==> src/rtl/core/three_sensor_revolution_counter_defines.svh <==
// assertion macros for the revolution counter
`ifndef THREE_SENSOR_REVOLUTION_COUNTER_DEFINES_SVH
`define THREE_SENSOR_REVOLUTION_COUNTER_DEFINES_SVH

// checked on every edge outside reset
`define TSRC_ASSERT(label, prop, msg) \
  label: assert property (@(posedge clk) disable iff (rst) prop) else $error(msg);

// checked on every edge, reset included
`define TSRC_ASSERT_ALWAYS(label, prop, msg) \
  label: assert property (@(posedge clk) prop) else $error(msg);

`endif

==> src/rtl/core/tsrc_pkg.sv <==
`timescale 1ns / 1ps
`default_nettype none

package tsrc_pkg;

  localparam int unsigned SAMPLE_W = 10;
  localparam int unsigned COUNT_W  = 16;

  typedef logic [SAMPLE_W-1:0] sample_t;
  typedef logic signed [COUNT_W-1:0] count_t;
  typedef logic [1:0] reg_index_t;

  typedef enum logic [1:0] {
    SECTOR_A = 2'd0,
    SECTOR_B = 2'd1,
    SECTOR_C = 2'd2
  } sector_t;

  typedef enum logic [1:0] {
    DIR_UNSET = 2'd0,
    DIR_FWD   = 2'd1,
    DIR_BWD   = 2'd2
  } dir_t;

  localparam reg_index_t REG_THRESHOLD_A = 2'd0;
  localparam reg_index_t REG_THRESHOLD_B = 2'd1;
  localparam reg_index_t REG_THRESHOLD_C = 2'd2;

  localparam sample_t THRESH_RESET = 10'd120;
  localparam count_t  COUNT_MAX    = 16'sh7FFF;
  localparam count_t  COUNT_MIN    = 16'sh8000;

  typedef struct packed {
    count_t  count;
    sector_t position;
    dir_t    direction;
  } result_t;

endpackage

`default_nettype wire

==> src/rtl/core/three_sensor_revolution_counter.sv <==
`timescale 1ns / 1ps
`default_nettype none

// Revolution counter for three notch sensors. One input word (a sample from
// each of sensors A, B and C) is taken per clock while in_ready is high, and
// gives exactly one result word: the saturating signed revolution count, the
// current sector and the latched direction. The compare and transition logic
// is combinational between the input handshake and a two-entry output buffer
// (the result register plus one skid entry), which takes one more word while
// the output side stalls; in_ready is low while the skid entry is held.
// Thresholds are written through the cfg port (index 0, 1, 2 for sensors A,
// B, C; index 3 is ignored) and reset to 120.
`include "three_sensor_revolution_counter_defines.svh"

module three_sensor_revolution_counter (
  input  wire                     clk,
  input  wire                     rst,
  input  wire                     cfg_we,
  input  tsrc_pkg::reg_index_t    cfg_index,
  input  tsrc_pkg::sample_t       cfg_data,
  input  wire                     in_valid,
  output logic                    in_ready,
  input  tsrc_pkg::sample_t       sample_a,
  input  tsrc_pkg::sample_t       sample_b,
  input  tsrc_pkg::sample_t       sample_c,
  output logic                    out_valid,
  input  wire                     out_ready,
  output tsrc_pkg::count_t        revolution_count,
  output tsrc_pkg::sector_t       position,
  output tsrc_pkg::dir_t          direction
);

  import tsrc_pkg::*;

  sample_t threshold_a;
  sample_t threshold_b;
  sample_t threshold_c;

  sector_t position_reg;
  sector_t position_next;
  dir_t    direction_reg;
  dir_t    direction_next;
  count_t  count_reg;
  count_t  count_next;

  result_t out_word;
  result_t skid_word;
  logic    skid_valid;
  result_t new_word;

  logic push;
  logic pop;

  assign in_ready = !skid_valid;
  assign push     = in_valid && in_ready;
  assign pop      = out_valid && out_ready;

  // threshold registers
  always_ff @(posedge clk) begin
    if (rst) begin
      threshold_a <= THRESH_RESET;
      threshold_b <= THRESH_RESET;
      threshold_c <= THRESH_RESET;
    end else if (cfg_we) begin
      case (cfg_index)
        REG_THRESHOLD_A: threshold_a <= cfg_data;
        REG_THRESHOLD_B: threshold_b <= cfg_data;
        REG_THRESHOLD_C: threshold_c <= cfg_data;
        default: ;
      endcase
    end
  end

  // sector, direction and count update
  always_comb begin
    position_next  = position_reg;
    direction_next = direction_reg;
    count_next     = count_reg;

    if (sample_a > threshold_a) begin
      position_next = SECTOR_A;
    end else if (sample_b > threshold_b) begin
      position_next = SECTOR_B;
    end else if (sample_c > threshold_c) begin
      position_next = SECTOR_C;
    end

    if (position_reg == SECTOR_A) begin
      if (position_next == SECTOR_B) begin
        direction_next = DIR_FWD;
      end else if (position_next == SECTOR_C) begin
        direction_next = DIR_BWD;
      end
    end else if (position_next == SECTOR_A) begin
      if (position_reg == SECTOR_C && direction_reg == DIR_FWD) begin
        if (count_reg != COUNT_MIN) begin
          count_next = count_reg - 16'sd1;
        end
      end else if (position_reg == SECTOR_B && direction_reg == DIR_BWD) begin
        if (count_reg != COUNT_MAX) begin
          count_next = count_reg + 16'sd1;
        end
      end
    end
  end

  assign new_word = '{count: count_next, position: position_next, direction: direction_next};

  always_ff @(posedge clk) begin
    if (rst) begin
      position_reg  <= SECTOR_A;
      direction_reg <= DIR_UNSET;
      count_reg     <= '0;
    end else if (push) begin
      position_reg  <= position_next;
      direction_reg <= direction_next;
      count_reg     <= count_next;
    end
  end

  // output register with one skid entry
  always_ff @(posedge clk) begin
    if (rst) begin
      out_valid  <= 1'b0;
      skid_valid <= 1'b0;
    end else if (!out_valid || pop) begin
      if (skid_valid) begin
        out_valid  <= 1'b1;
        skid_valid <= 1'b0;
      end else begin
        out_valid <= push;
      end
    end else if (push) begin
      skid_valid <= 1'b1;
    end
  end

  always_ff @(posedge clk) begin
    if (!out_valid || pop) begin
      if (skid_valid) begin
        out_word <= skid_word;
      end else if (push) begin
        out_word <= new_word;
      end
    end else if (push) begin
      skid_word <= new_word;
    end
  end

  assign revolution_count = out_word.count;
  assign position         = out_word.position;
  assign direction        = out_word.direction;

  `TSRC_ASSERT(a_skid_behind_out, (!skid_valid || out_valid), "skid word held with empty output")
  `TSRC_ASSERT(a_count_step, (count_reg == $past(count_reg) || count_reg == $past(count_reg) + 16'sd1 || count_reg == $past(count_reg) - 16'sd1), "count moved by more than one")
  `TSRC_ASSERT(a_dir_sticky, (direction_reg != DIR_UNSET |=> direction_reg != DIR_UNSET), "direction fell back to unset")
  `TSRC_ASSERT(a_no_count_unset, (direction_reg == DIR_UNSET |=> $stable(count_reg)), "count moved with no direction")
  `TSRC_ASSERT_ALWAYS(a_reset_clears, (rst |=> !out_valid && !skid_valid && count_reg == '0), "reset left state behind")

endmodule

`default_nettype wire

==> config.mk <==
export PLATFORM = sky130hd
export DESIGN_NAME = three_sensor_revolution_counter
export DESIGN_NICKNAME = d
export VERILOG_FILES = /design/src/rtl/core/tsrc_pkg.sv /design/src/rtl/core/three_sensor_revolution_counter.sv
export VERILOG_INCLUDE_DIRS = /design/src /design/src/rtl/core
export SDC_FILE = /design/constraint.sdc
export NUM_CORES = 1
export LEC_CHECK = 0
export BUFFER_PORTS_ARGS = -buffer_cell sky130_fd_sc_hd__buf_2
export CAP_MARGIN = 25
export CORE_ASPECT_RATIO = 1.75
export CORE_MARGIN = 5
export CORE_UTILIZATION = 58
export DETAILED_ROUTE_END_ITERATION = 10
export PLACE_DENSITY = 0.9
export SLEW_MARGIN = 20
export SYNTH_ARGS = -nofsm -noshare
export SYNTH_HDL_FRONTEND = slang
export SYNTH_SLANG_ARGS = --single-unit
export TNS_END_PERCENT = 30
==> constraint.sdc <==
create_clock -name clk -period 3.25 [get_ports clk]
set_clock_uncertainty 0.1 [all_clocks]
set_input_delay 0.65 -clock clk [delete_from_list [all_inputs] [get_ports clk]]
set_output_delay 0.65 -clock clk [all_outputs]
set_load 0.05 [all_outputs]
# Yosys cells after proc, flatten, opt, wreduce, memory -nomap -nowiden
# Cells that the tools add are included.
word_totals:
  register_bits: 92
  out_inout_bits: 22
  word_cells: 62
  inputBits: 47
op_classes:
  n_mux: 15
  n_addsub: 2
  n_reduce_logical: 17
  bitwise: 1
  n_eq_ne: 10
  magnitude_cmp: 3
op_table:
  columns: ["operator", "n"]
  rows:
  - ["two-way mux 16 bit", 6]
  - ["two-way mux 20 bit", 2]
  - ["inequality test 16 bit, second input constant", 2]
  - ["> comparator 10 bit", 3]
  - ["adder 16 x 2 -> 16 bit, second input constant", 1]
  - ["subtractor 16 x 2 -> 16 bit, second input constant", 1]
  - ["two-way mux 2 bit", 6]
  - ["AND reduction 2 bit", 5]
  - ["== test 2 x 1 -> 1 bit, second input constant", 4]
  - ["== test 2 bit, second input constant", 4]
  - ["zero test 2 bit", 3]
  - ["logical AND 1 bit", 4]
  - ["zero test 1 bit", 2]
  - ["nonzero test 2 bit", 1]
  - ["OR reduction 2 bit", 1]
  - ["logical OR 1 bit", 1]
  - ["two-way mux 1 bit", 1]
  - ["inverter 1 bit", 1]

# Logic depth before layout (Yosys ltp)
# Gate-level depths: netlist of run 1.
depth:
  ltp_word: 10
  depth_mapped: 10
  depth_no_buf: 8

# Worst setup path before layout of run 1
# No wires, ideal clock.
synth_timing:
  path_kind: "input to register"
  start: "input port sample_a[5]"
  end: "register out_word, in the netlist revolution_count[7] (data pin)"
  slack_ns: 0.288
  path_buffers: 1
  setup_time_ns: 0.260
  path_stages: 8
  arrival_ns: 2.602
  required_ns: 2.890
  path_cell_list: "ha_1 > a21oi_1 > o21ai_0 > a2111oi_4 > clkbuf_1 > nor3_1 > xor2_1 > mux2_2"
synth_between:
  elab_chain_len: 7
synth_rtl:
  columns: ["item", "line", "text"]
  rows:
  - ["from (decl)", "three_sensor_revolution_counter.sv:23", "input tsrc_pkg::sample_t sample_a,"]
  - ["> comparator 10 bit", "three_sensor_revolution_counter.sv:80", "if (sample_a > threshold_a) begin"]
  - ["two-way mux 2 bit", "three_sensor_revolution_counter.sv:80", null]
  - ["zero test 2 bit", "three_sensor_revolution_counter.sv:94", "end else if (position_next == SECTOR_A) begin"]
  - ["two-way mux 16 bit", "three_sensor_revolution_counter.sv:94", null]
  - ["two-way mux 16 bit", "three_sensor_revolution_counter.sv:88", "if (position_reg == SECTOR_A) begin"]
  - ["named net count_next[7]", "three_sensor_revolution_counter.sv:44", "count_t count_next;"]
  - ["two-way mux 20 bit", "three_sensor_revolution_counter.sv:142", "end else if (push) begin"]
  - ["two-way mux 20 bit", "three_sensor_revolution_counter.sv:140", "if (skid_valid) begin"]
  - ["to (signal assigned)", "three_sensor_revolution_counter.sv:141", "out_word <= skid_word;"]
  - ["to (signal assigned)", "three_sensor_revolution_counter.sv:143", "out_word <= new_word;"]
  - ["to (decl)", "three_sensor_revolution_counter.sv:46", "result_t out_word;"]
# The timed path passes the listed nets, and every way through them passes these cells. The select of a mux whose other input is x is not followed.
# A chain may end at the register's enable or synchronous reset.

# Worst setup path in the final report of run 1
layout_timing:
  start: "register count_reg[1]"
  end: "register out_word, in the netlist revolution_count[5] (data pin)"
layout_between:
  elab_chain_len: 8
  elab_cells_between_ends: 12
  cone_classes: "add/sub: 2; eq/ne: 2; mux: 8"
layout_rtl:
  columns: ["item", "line", "text"]
  rows:
  - ["from (decl)", "three_sensor_revolution_counter.sv:43", "count_t count_reg;"]
  - ["from (signal assigned)", "three_sensor_revolution_counter.sv:117", "count_reg <= count_next;"]
  - ["adder 16 x 2 -> 16 bit / inequality test 16 bit (equally long branches)", "three_sensor_revolution_counter.sv:101, three_sensor_revolution_counter.sv:100", null]
  - ["two-way mux 16 bit", "three_sensor_revolution_counter.sv:100", "if (count_reg != COUNT_MAX) begin"]
  - ["two-way mux 16 bit", "three_sensor_revolution_counter.sv:99", "end else if (position_reg == SECTOR_B && direction_reg == DIR_BWD) begin"]
  - ["two-way mux 16 bit (*)", "three_sensor_revolution_counter.sv:95", "if (position_reg == SECTOR_C && direction_reg == DIR_FWD) begin"]
  - ["two-way mux 16 bit (*)", "three_sensor_revolution_counter.sv:94", null]
  - ["two-way mux 16 bit (*)", "three_sensor_revolution_counter.sv:88", null]
  - ["named net count_next[5]", "three_sensor_revolution_counter.sv:44", null]
  - ["two-way mux 20 bit (*)", "three_sensor_revolution_counter.sv:142", null]
  - ["two-way mux 20 bit (*)", "three_sensor_revolution_counter.sv:140", null]
# Mark *: on every way through the listed nets, which the timed path passes. The rest lies on a longest branch. The select of a mux whose other input is x is not followed.

==> metrics.md, run 1 <==
| Metric | Value |
|---|---|
| Outcome | `completed` |
| Cells after Synth | `571` |
| Slew margin rel. | `0.437` |
| Row cnt | `46` |
| Sw power | `0.000700 W` |
| PostCTS Resize Cnt | `0` |
| Final min period | `2.90 ns` |
| Placed cells | `734` |
| Clock power share | `0.396` |
| Gate power share | `0.146` |
| Critical path class | `reg2reg` |
| Dominant cell type by area after synthesis | `edfxtp_1` |
| Final period utilization | `0.891` |
| Initial antenna violation count | `0` |
| Layout net count | `705` |
| DRC | `0` |
| Fin. max-slew vios | `0` |
| Share of cells above drive strength 1 | `0.210` |
| First DRT Iteration DRCs | `476` |
| Starting Density | `0.590` |
| Flop pwr share | `0.458` |
| Synth Warn # | `0` |
| Core area | `0.00898 sq mm` |
| Clk root buf | `clkbuf_16` |
| Largest net degree at the start of global routing | `25` |
| Max cap viols | `0` |
| Worst-Margin Slew | `0.844 ns` |
| Routed vias | `4566` |
| Fmax | `345 MHz` |
| Antenna diodes | `0` |
| Cell variety after synth | `66` |
| Pwr Density | `462 mW/mm^2` |
| Worst skew pair latency | `0.35 ns` |
| Global-route wire length before repair | `21700 microns` |
| Max Used Layer | `met4` |
| Crit. End Element | `flop` |
| # IOs | `69` |
| Peak VDD IR | `0.312 mV` |
| CTS tree | `built` |
| Max FFs per register | `20` |
| All-Layer GR Usage | `0.251` |
| Horiz. Die Dim | `82.3 microns` |
| Met2 Routed Length | `7190 microns` |
| Critical path, cell by cell | `inv_1, ha_1, and4bb_2, nand4_1, buf_4, nand4_1, a211oi_1, xor2_1, mux2_2` |
| Leak Pwr | `2.43 nW` |
| Power Total | `0.00280 W` |
| Hold Vio Cnt, Final | `0` |
| DRT met1 WL | `4670 microns` |
| Endpoints failing setup | `0` |
| Syn avg cell area | `9.28 sq um` |
| Sequential share of the synthesized area | `0.423` |
| I/O Buffers | `68` |
| Critical path startpoint category | `flop` |
| Post-Route WL | `13200 microns` |
| Die Area | `0.0112 sq mm` |
| Routed length on met3 | `608 microns` |
| Vias/cell | `6.09` |
| Synth area leaders | `edfxtp_1 (23%), dfxtp_1 (20%), ha_1 (7.8%)` |
| Internal power component | `0.00210 W` |
| Largest stage delay on the critical path | `0.56 ns` |
| Finished Layout Cells | `750` |
| Top cell type's share of synthesized area | `0.227` |
| GR Overflow Total | `0` |
| Clk pin slew, worst setup/hold paths | `0.06 ns` |
| Critical Path Most Common Cell | `nand4_1` |
| H-tree levels | `3` |
| RSZ-0062 raised after global routing | `no` |
| Initial DRT Pass Iterations | `5` |
| Dominant synthesized flop cell | `dfxtp_1` |
| WP data arrival | `2.89 ns` |
| Clk buf depth | `2` |
| Routed wire length per instance | `17.5 microns` |
| Syn Std Cell Area | `0.00530 sq mm` |
| Async S/R FF share, synth | `0` |
| Yosys reg bits | `92` |
| Die Y | `136 microns` |
| Clock sinks | `92` |
| Syn nets | `651` |
| Setup TNS | `0 ns` |
| Post-DP HPWL | `10200 microns` |
| Total CTS buffers | `9` |
| WP data required | `3.24 ns` |
| GP Congestion | `0.983` |
| Remaining antenna violation count | `0` |
| Switching portion of total power | `0.250` |
| Max FO, Critical Path | `10` |
| Number of setup buffers added after CTS | `0` |
| Post-synth EDFFs | `40` |
| Pre-CTS worst setup slack | `0.0948 ns` |
| Vias in the first global route | `4623` |
| Area growth syn-to-layout | `14.2%` |
| # hold bufs at CTS | `0` |
| Final worst slack | `0.353 ns` |
| Hold/Removal Path Class | `reg2reg` |
| Slowest cell on the critical path | `dfxtp_1` |
[cell usage after synthesis, types with 5 or more instances]
cell,count
a211oi_1,11
a21oi_1,35
a31oi_1,7
and4_1,6
buf_2,10
clkbuf_1,25
dfxtp_1,52
edfxtp_1,40
ha_1,33
inv_1,39
mux2_2,15
nand2_1,51
nand2b_1,5
nand3_1,15
nand3b_1,6
nand4_1,21
nor2_1,48
nor3_1,17
nor4_1,9
o211ai_1,12
o21ai_0,16
xnor2_1,9
xor2_1,10
[logic make-up (layout without fill, tap and decap cells)]
| logic type | Yosys count | in the layout | synth area share |
|---|---|---|---|
| buffers and inverters | 81 | 140 | 0.0621 |
| flip-flops | 92 | 92 | 0.423 |
| XOR/XNOR | 19 | 19 | 0.0314 |
| AND/OR/NAND/NOR | 207 | 207 | 0.207 |
| multiplexers | 18 | 18 | 0.0375 |
| AO/OA/AOI/OAI | 121 | 121 | 0.161 |
| adder cells (fa/ha/maj) | 33 | 33 | 0.0779 |
[power by group through the flow]
stage	logic, W	registers (W)	clock network [W]
after global routing	0.000444	0.00129	0.00117
final	0.000408	0.00128	0.00111
after global placement	0.000389	0.00130	0
after detailed placement	0.000404	0.00131	0
after floorplan	0.000218	0.00136	0
after CTS	0.000407	0.00128	0.00112
[critical path: cells and delay by family, from the launching register on]
| kind | cells | cell delay (ns) |
|---|---|---|
| AOI/OAI and AO/OA | 1 | 0.29 |
| xor gates and xnor gates | 1 | 0.13 |
| adders and majority gates | 1 | 0.24 |
| buffers and inverters | 2 | 0.39 |
| DFF | 1 | 0.56 |
| muxes | 1 | 0.29 |
| and+or+nand+nor | 3 | 0.66 |
[layout make-up]
cell class / instances / area, sq um
fill: 736 / 2920
multi-input combinational: 398 / 2740
sequential: 92 / 2240
timing repair buffer: 84 / 460
clock buffer: 14 / 258
inverter: 40 / 150
tap: 120 / 150
clock inverter: 2 / 60.1
[layer usage]
metal / up-vias / global-route usage
li1: 2204 / -
met1: 2144 / 0.267
met2: 167 / 0.454
met3: 51 / 0.0332
met4: 0 / 0.149
met5: - / 0
[metrics by stage]
step,hold slack [ns],utilization,instance area (sq um)
finish,0.358,0.674,6060
floorplan,0.336,-,5300
detailed placement,0.356,0.639,5740
CTS,0.364,0.674,6060
global route,0.381,0.674,6060
global placement,0.345,0.639,5740
[layout by cell type (no fill, tap or decap), types with 3 or more instances in the layout]
master / synthesis / routed
mux2_2: 15 / 15
ha_1: 33 / 33
mux2i_1: 3 / 3
a2111oi_0: 4 / 4
nand2b_1: 5 / 5
a211oi_1: 11 / 11
and4bb_2: 3 / 3
and2_1: 3 / 3
a31o_2: 4 / 4
a41oi_1: 3 / 3
edfxtp_1: 40 / 40
a31oi_1: 7 / 7
o211ai_1: 12 / 12
clkbuf_1: 25 / 3
xnor2_1: 9 / 9
clkbuf_16: 0 / 9
or2_2: 3 / 3
a21oi_1: 35 / 35
nor4_1: 9 / 9
and4_1: 6 / 6
nand3_1: 15 / 15
buf_2: 10 / 68
buf_4: 1 / 16
nand2_1: 51 / 51
nand3b_1: 6 / 6
o21ai_0: 16 / 16
nor2_1: 48 / 48
nor3_1: 17 / 17
inv_1: 39 / 39
nor2b_1: 4 / 4
nand4_1: 21 / 21
xor2_1: 10 / 10
and3_1: 4 / 4
dfxtp_1: 52 / 52
o31ai_1: 4 / 4
[worst paths after layout]
check,start,endpoint,slack (ns),cells past startpoint
setup reg to reg,count_reg[1]$_SDFFE_PP0P_,revolution_count[5]$_DFFE_PP_,0.35,9
hold reg to reg,threshold_b[7]$_SDFFE_PP0P_,threshold_b[7]$_SDFFE_PP0P_,0.36,2
hold / removal,threshold_b[7]$_SDFFE_PP0P_,threshold_b[7]$_SDFFE_PP0P_,0.36,2
setup / recovery,count_reg[1]$_SDFFE_PP0P_,revolution_count[5]$_DFFE_PP_,0.35,9
No activity file was read; power rests on OpenSTA's default activity.
==> inputs of run 2 (changes only) <==
Settings changed: ABC_AREA set to 1, CORE_UTILIZATION 58 to 60, CTS_BUF_LIST set to sky130_fd_sc_hd__clkbuf_2, PLACE_DENSITY 0.9 to 0.92.
==> run 2 against run 1 <==
  * Cell count grew 18%
  * Critical path depth shrank 6
  * Sequential power grew 5%
  * Global-route usage grew 0.73 points
  * Wire length grew 1.2%
  * Sequential cell count is the same
  * Register-to-register slack gained 0.36 ns
  * Cell area shrank 3.2%
  * Worst hold slack lost 0.12 ns
  * Via count grew 7.4%
  * Maximum frequency grew 5.2%
  * Combinational power grew 37%
  * Critical path type is now reg2out
  * Critical endpoint is now in_ready
  * Largest cell class unchanged
==> metrics.md, run 2 <==
| Metric | Value |
|---|---|
| First DRT Iteration DRCs | `346 (-27%)` |
| Leak Pwr | `2.86 nW (+18%)` |
| Worst-Margin Slew | `0.745 ns (-0.0996 ns)` |
| Syn avg cell area | `7.59 sq um (-18%)` |
| CTS tree | `built` |
| Worst Hold Depth | `3 (+1)` |
| Post-DP HPWL | `10400 microns (+1.7%)` |
| Fin. max-slew vios | `0 (unchanged)` |
| Max FO, Critical Path | `23 (+13)` |
| Row cnt | `45 (-2.2%)` |
| Internal power component | `0.00165 W (-21%)` |
| Switching portion of total power | `0.336 (+0.0853)` |
| Clock sinks | `92 (unchanged)` |
| Layout net count | `845 (+20%)` |
| Total CTS buffers | `9 (unchanged)` |
| DRC | `0 (unchanged)` |
| Share of cells above drive strength 1 | `0.161 (-0.0485)` |
| Worst skew pair latency | `0.58 ns (+0.23 ns)` |
| Outcome | `completed` |
| Post-synth EDFFs | `40 (unchanged)` |
| Pre-CTS worst setup slack | `0.362 ns (+0.267 ns)` |
| Core Util, Final | `0.676 (+0.00158)` |
| Flop pwr share | `0.540 (+0.082)` |
| Remaining antenna violation count | `0 (unchanged)` |
| Gate power share | `0.224 (+0.078)` |
| Clock power share | `0.236 (-0.160)` |
| WP data required | `2.50 ns (-0.74 ns)` |
| Commonest non-fill, non-tap cell in the layout | `nand2_1` |
| Critical path startpoint category | `flop` |
| Commonest cells after routing, fill and taps aside | `nand2_1 (185), inv_1 (105), buf_2 (68), dfxtp_1 (52), nand3_1 (48)` |
| Vias/cell | `5.52 (-9.3%)` |
| WP data arrival | `2.00 ns (-0.89 ns)` |
| Clk buf depth | `2 (unchanged)` |
| GP Congestion | `0.963 (-2.0%)` |
| Peak VDD IR | `0.467 mV (+50%)` |
| Critical path, cell by cell | `inv_1, buf_4, buf_2` |
| Area growth syn-to-layout | `11.0%` |
| Sw power | `0.000834 W (+19%)` |
| Reg2reg path depth | `16 (+7)` |
| Global-route wire length before repair | `21700 microns (about the same)` |
| Starting Density | `0.609 (+0.0185)` |
| Cell with the most instances after synthesis | `nand2_1` |
| Final period utilization | `0.847 (-0.0441)` |
| Final worst slack | `0.497 ns (+0.143 ns)` |
| Cell variety after synth | `39 (-41%)` |
| Yosys reg bits | `92 (unchanged)` |
| # fillers | `759 (+3.1%)` |
| Cells after Synth | `696 (+22%)` |
| Core area | `0.00867 sq mm (-3.4%)` |
| Fmax | `363 MHz (+5.2%)` |
| Setup TNS | `0 ns (unchanged)` |
| Clk pin slew, worst setup/hold paths | `0.25 ns (+0.19 ns)` |
| Slowest cell on the critical path | `dfxtp_1` |
| PostCTS Resize Cnt | `0 (unchanged)` |
| # IOs | `69 (unchanged)` |
| Dominant synthesized flop cell | `dfxtp_1` |
| Die Area | `0.0108 sq mm (-3.4%)` |
| RSZ-0062 raised after global routing | `no` |
| Synth area leaders | `edfxtp_1 (23%), dfxtp_1 (20%), nand2_1 (13%)` |
| Horiz. Die Dim | `80.9 microns (-1.7%)` |
| Sequential share of the synthesized area | `0.425 (+0.00170)` |
| Slew margin rel. | `0.503 (+0.0657)` |
| Hold/Removal Path Class | `in2reg` |
| Clk root buf | `clkbuf_2` |
| Crit. End Element | `output pin` |
| Multi-input gate area | `0.00251 sq mm (-8.3%)` |
| Largest stage delay on the critical path | `0.86 ns (+0.30 ns)` |
| Max FFs per register | `20 (unchanged)` |
| Synth top cells by count | `nand2_1 (185), inv_1 (105), dfxtp_1 (52), nand3_1 (48), a21oi_1 (43)` |
| # hold bufs at CTS | `0 (unchanged)` |
| Synth Warn # | `0 (unchanged)` |
| I/O Buffers | `68 (unchanged)` |
| Largest net degree at the start of global routing | `38 (+52%)` |
| Syn nets | `776 (+19%)` |
| Top cell type's share of synthesized area | `0.227 (+0.000913)` |
| H-tree levels | `3 (unchanged)` |
| Die Y | `134 microns (-1.7%)` |
| Syn Std Cell Area | `0.00528 sq mm (-0.40%)` |
| Endpoints failing setup | `0 (unchanged)` |
| Initial antenna violation count | `1 (+1)` |
| All-Layer GR Usage | `0.258 (+0.00727)` |
| Initial DRT Pass Iterations | `5 (unchanged)` |
| Critical path class | `reg2out` |
| Reg area | `0.00224 sq mm (unchanged)` |
| Final min period | `2.75 ns (-0.143 ns)` |
| Max cap viols | `0 (unchanged)` |
| Vias in the first global route | `4839 (+4.7%)` |
| Number of setup buffers added after CTS | `0 (unchanged)` |
| Routed wire length per instance | `15.0 microns (-15%)` |
| Routed vias | `4904 (+7.4%)` |
| Hold Vio Cnt, Final | `0 (unchanged)` |
| GR Overflow Total | `0 (unchanged)` |
| Post-Route WL | `13300 microns (+1.2%)` |
| Pwr Density | `424 mW/mm^2 (-8.3%)` |
| Dominant cell type by area after synthesis | `edfxtp_1` |
| Async S/R FF share, synth | `0 (unchanged)` |
[run 2: area by class of cell]
class,instances,share of cell area
antenna,1,0.000427
clock buffer,10,0.00854
clock inverter,6,0.0117
inverter,112,0.0717
multi-input combinational,471,0.428
sequential,92,0.382
tap,117,0.0250
timing repair buffer,79,0.0721
[run 2: final timing paths]
path	to	slack, ns	from
min	threshold_a[3]$_SDFFE_PP1P_	0.24	cfg_data[3]
max	in_ready	0.50	skid_valid$_SDFFE_PP0P_
max reg2reg	revolution_count[5]$_DFFE_PP_	0.71	count_reg[1]$_SDFFE_PP0P_
min reg2reg	threshold_a[9]$_SDFFE_PP0P_	0.39	threshold_a[9]$_SDFFE_PP0P_
[run 2: power by group through the flow]
stage / registers, W / logic, W / clock network (W)
3_5_place_dp: 0.00136 / 0.000550 / 0
6_report: 0.00134 / 0.000557 / 0.000586
5_1_grt: 0.00135 / 0.000616 / 0.000657
2_1_floorplan: 0.00144 / 0.000315 / 0
4_1_cts: 0.00134 / 0.000553 / 0.000601
3_3_place_gp: 0.00136 / 0.000527 / 0
[run 2: through the flow]
step / instance area [sq um] / total power [W] / instances / hold slack, ns
after CTS: 5860 / 0.00249 / 887 / 0.190
after floorplan: 5280 / 0.00175 / 696 / 0.333
after global routing: 5860 / 0.00262 / 888 / 0.173
after detailed placement: 5740 / 0.00191 / 871 / 0.359
final: 5860 / 0.00248 / 888 / 0.235
after global placement: 5740 / 0.00189 / 871 / 0.346
[run 2: layer usage]
metal | track usage | vias to the layer above | wire (microns)
li1 | - | 2417 | -
met1 | 0.270 | 2216 | 4840
met2 | 0.459 | 211 | 6970
met3 | 0.0544 | 60 | 755
met4 | 0.156 | 0 | 750
met5 | 0 | - | 0
[run 2: worst max-delay path, delay by kind of cell (launching register included)]
kind     cells  cell delay, ns
buf+inv      3            0.56
flops        1            0.86
[run 2: logic make-up after synthesis]
kind of cell    after synthesis  share of synthesized area
simple gates                319                      0.268
fa+ha+maj                    33                     0.0782
compound gates              115                      0.122
flops                        92                      0.425
xor+xnor                      4                    0.00663
buf+inv                     133                      0.100
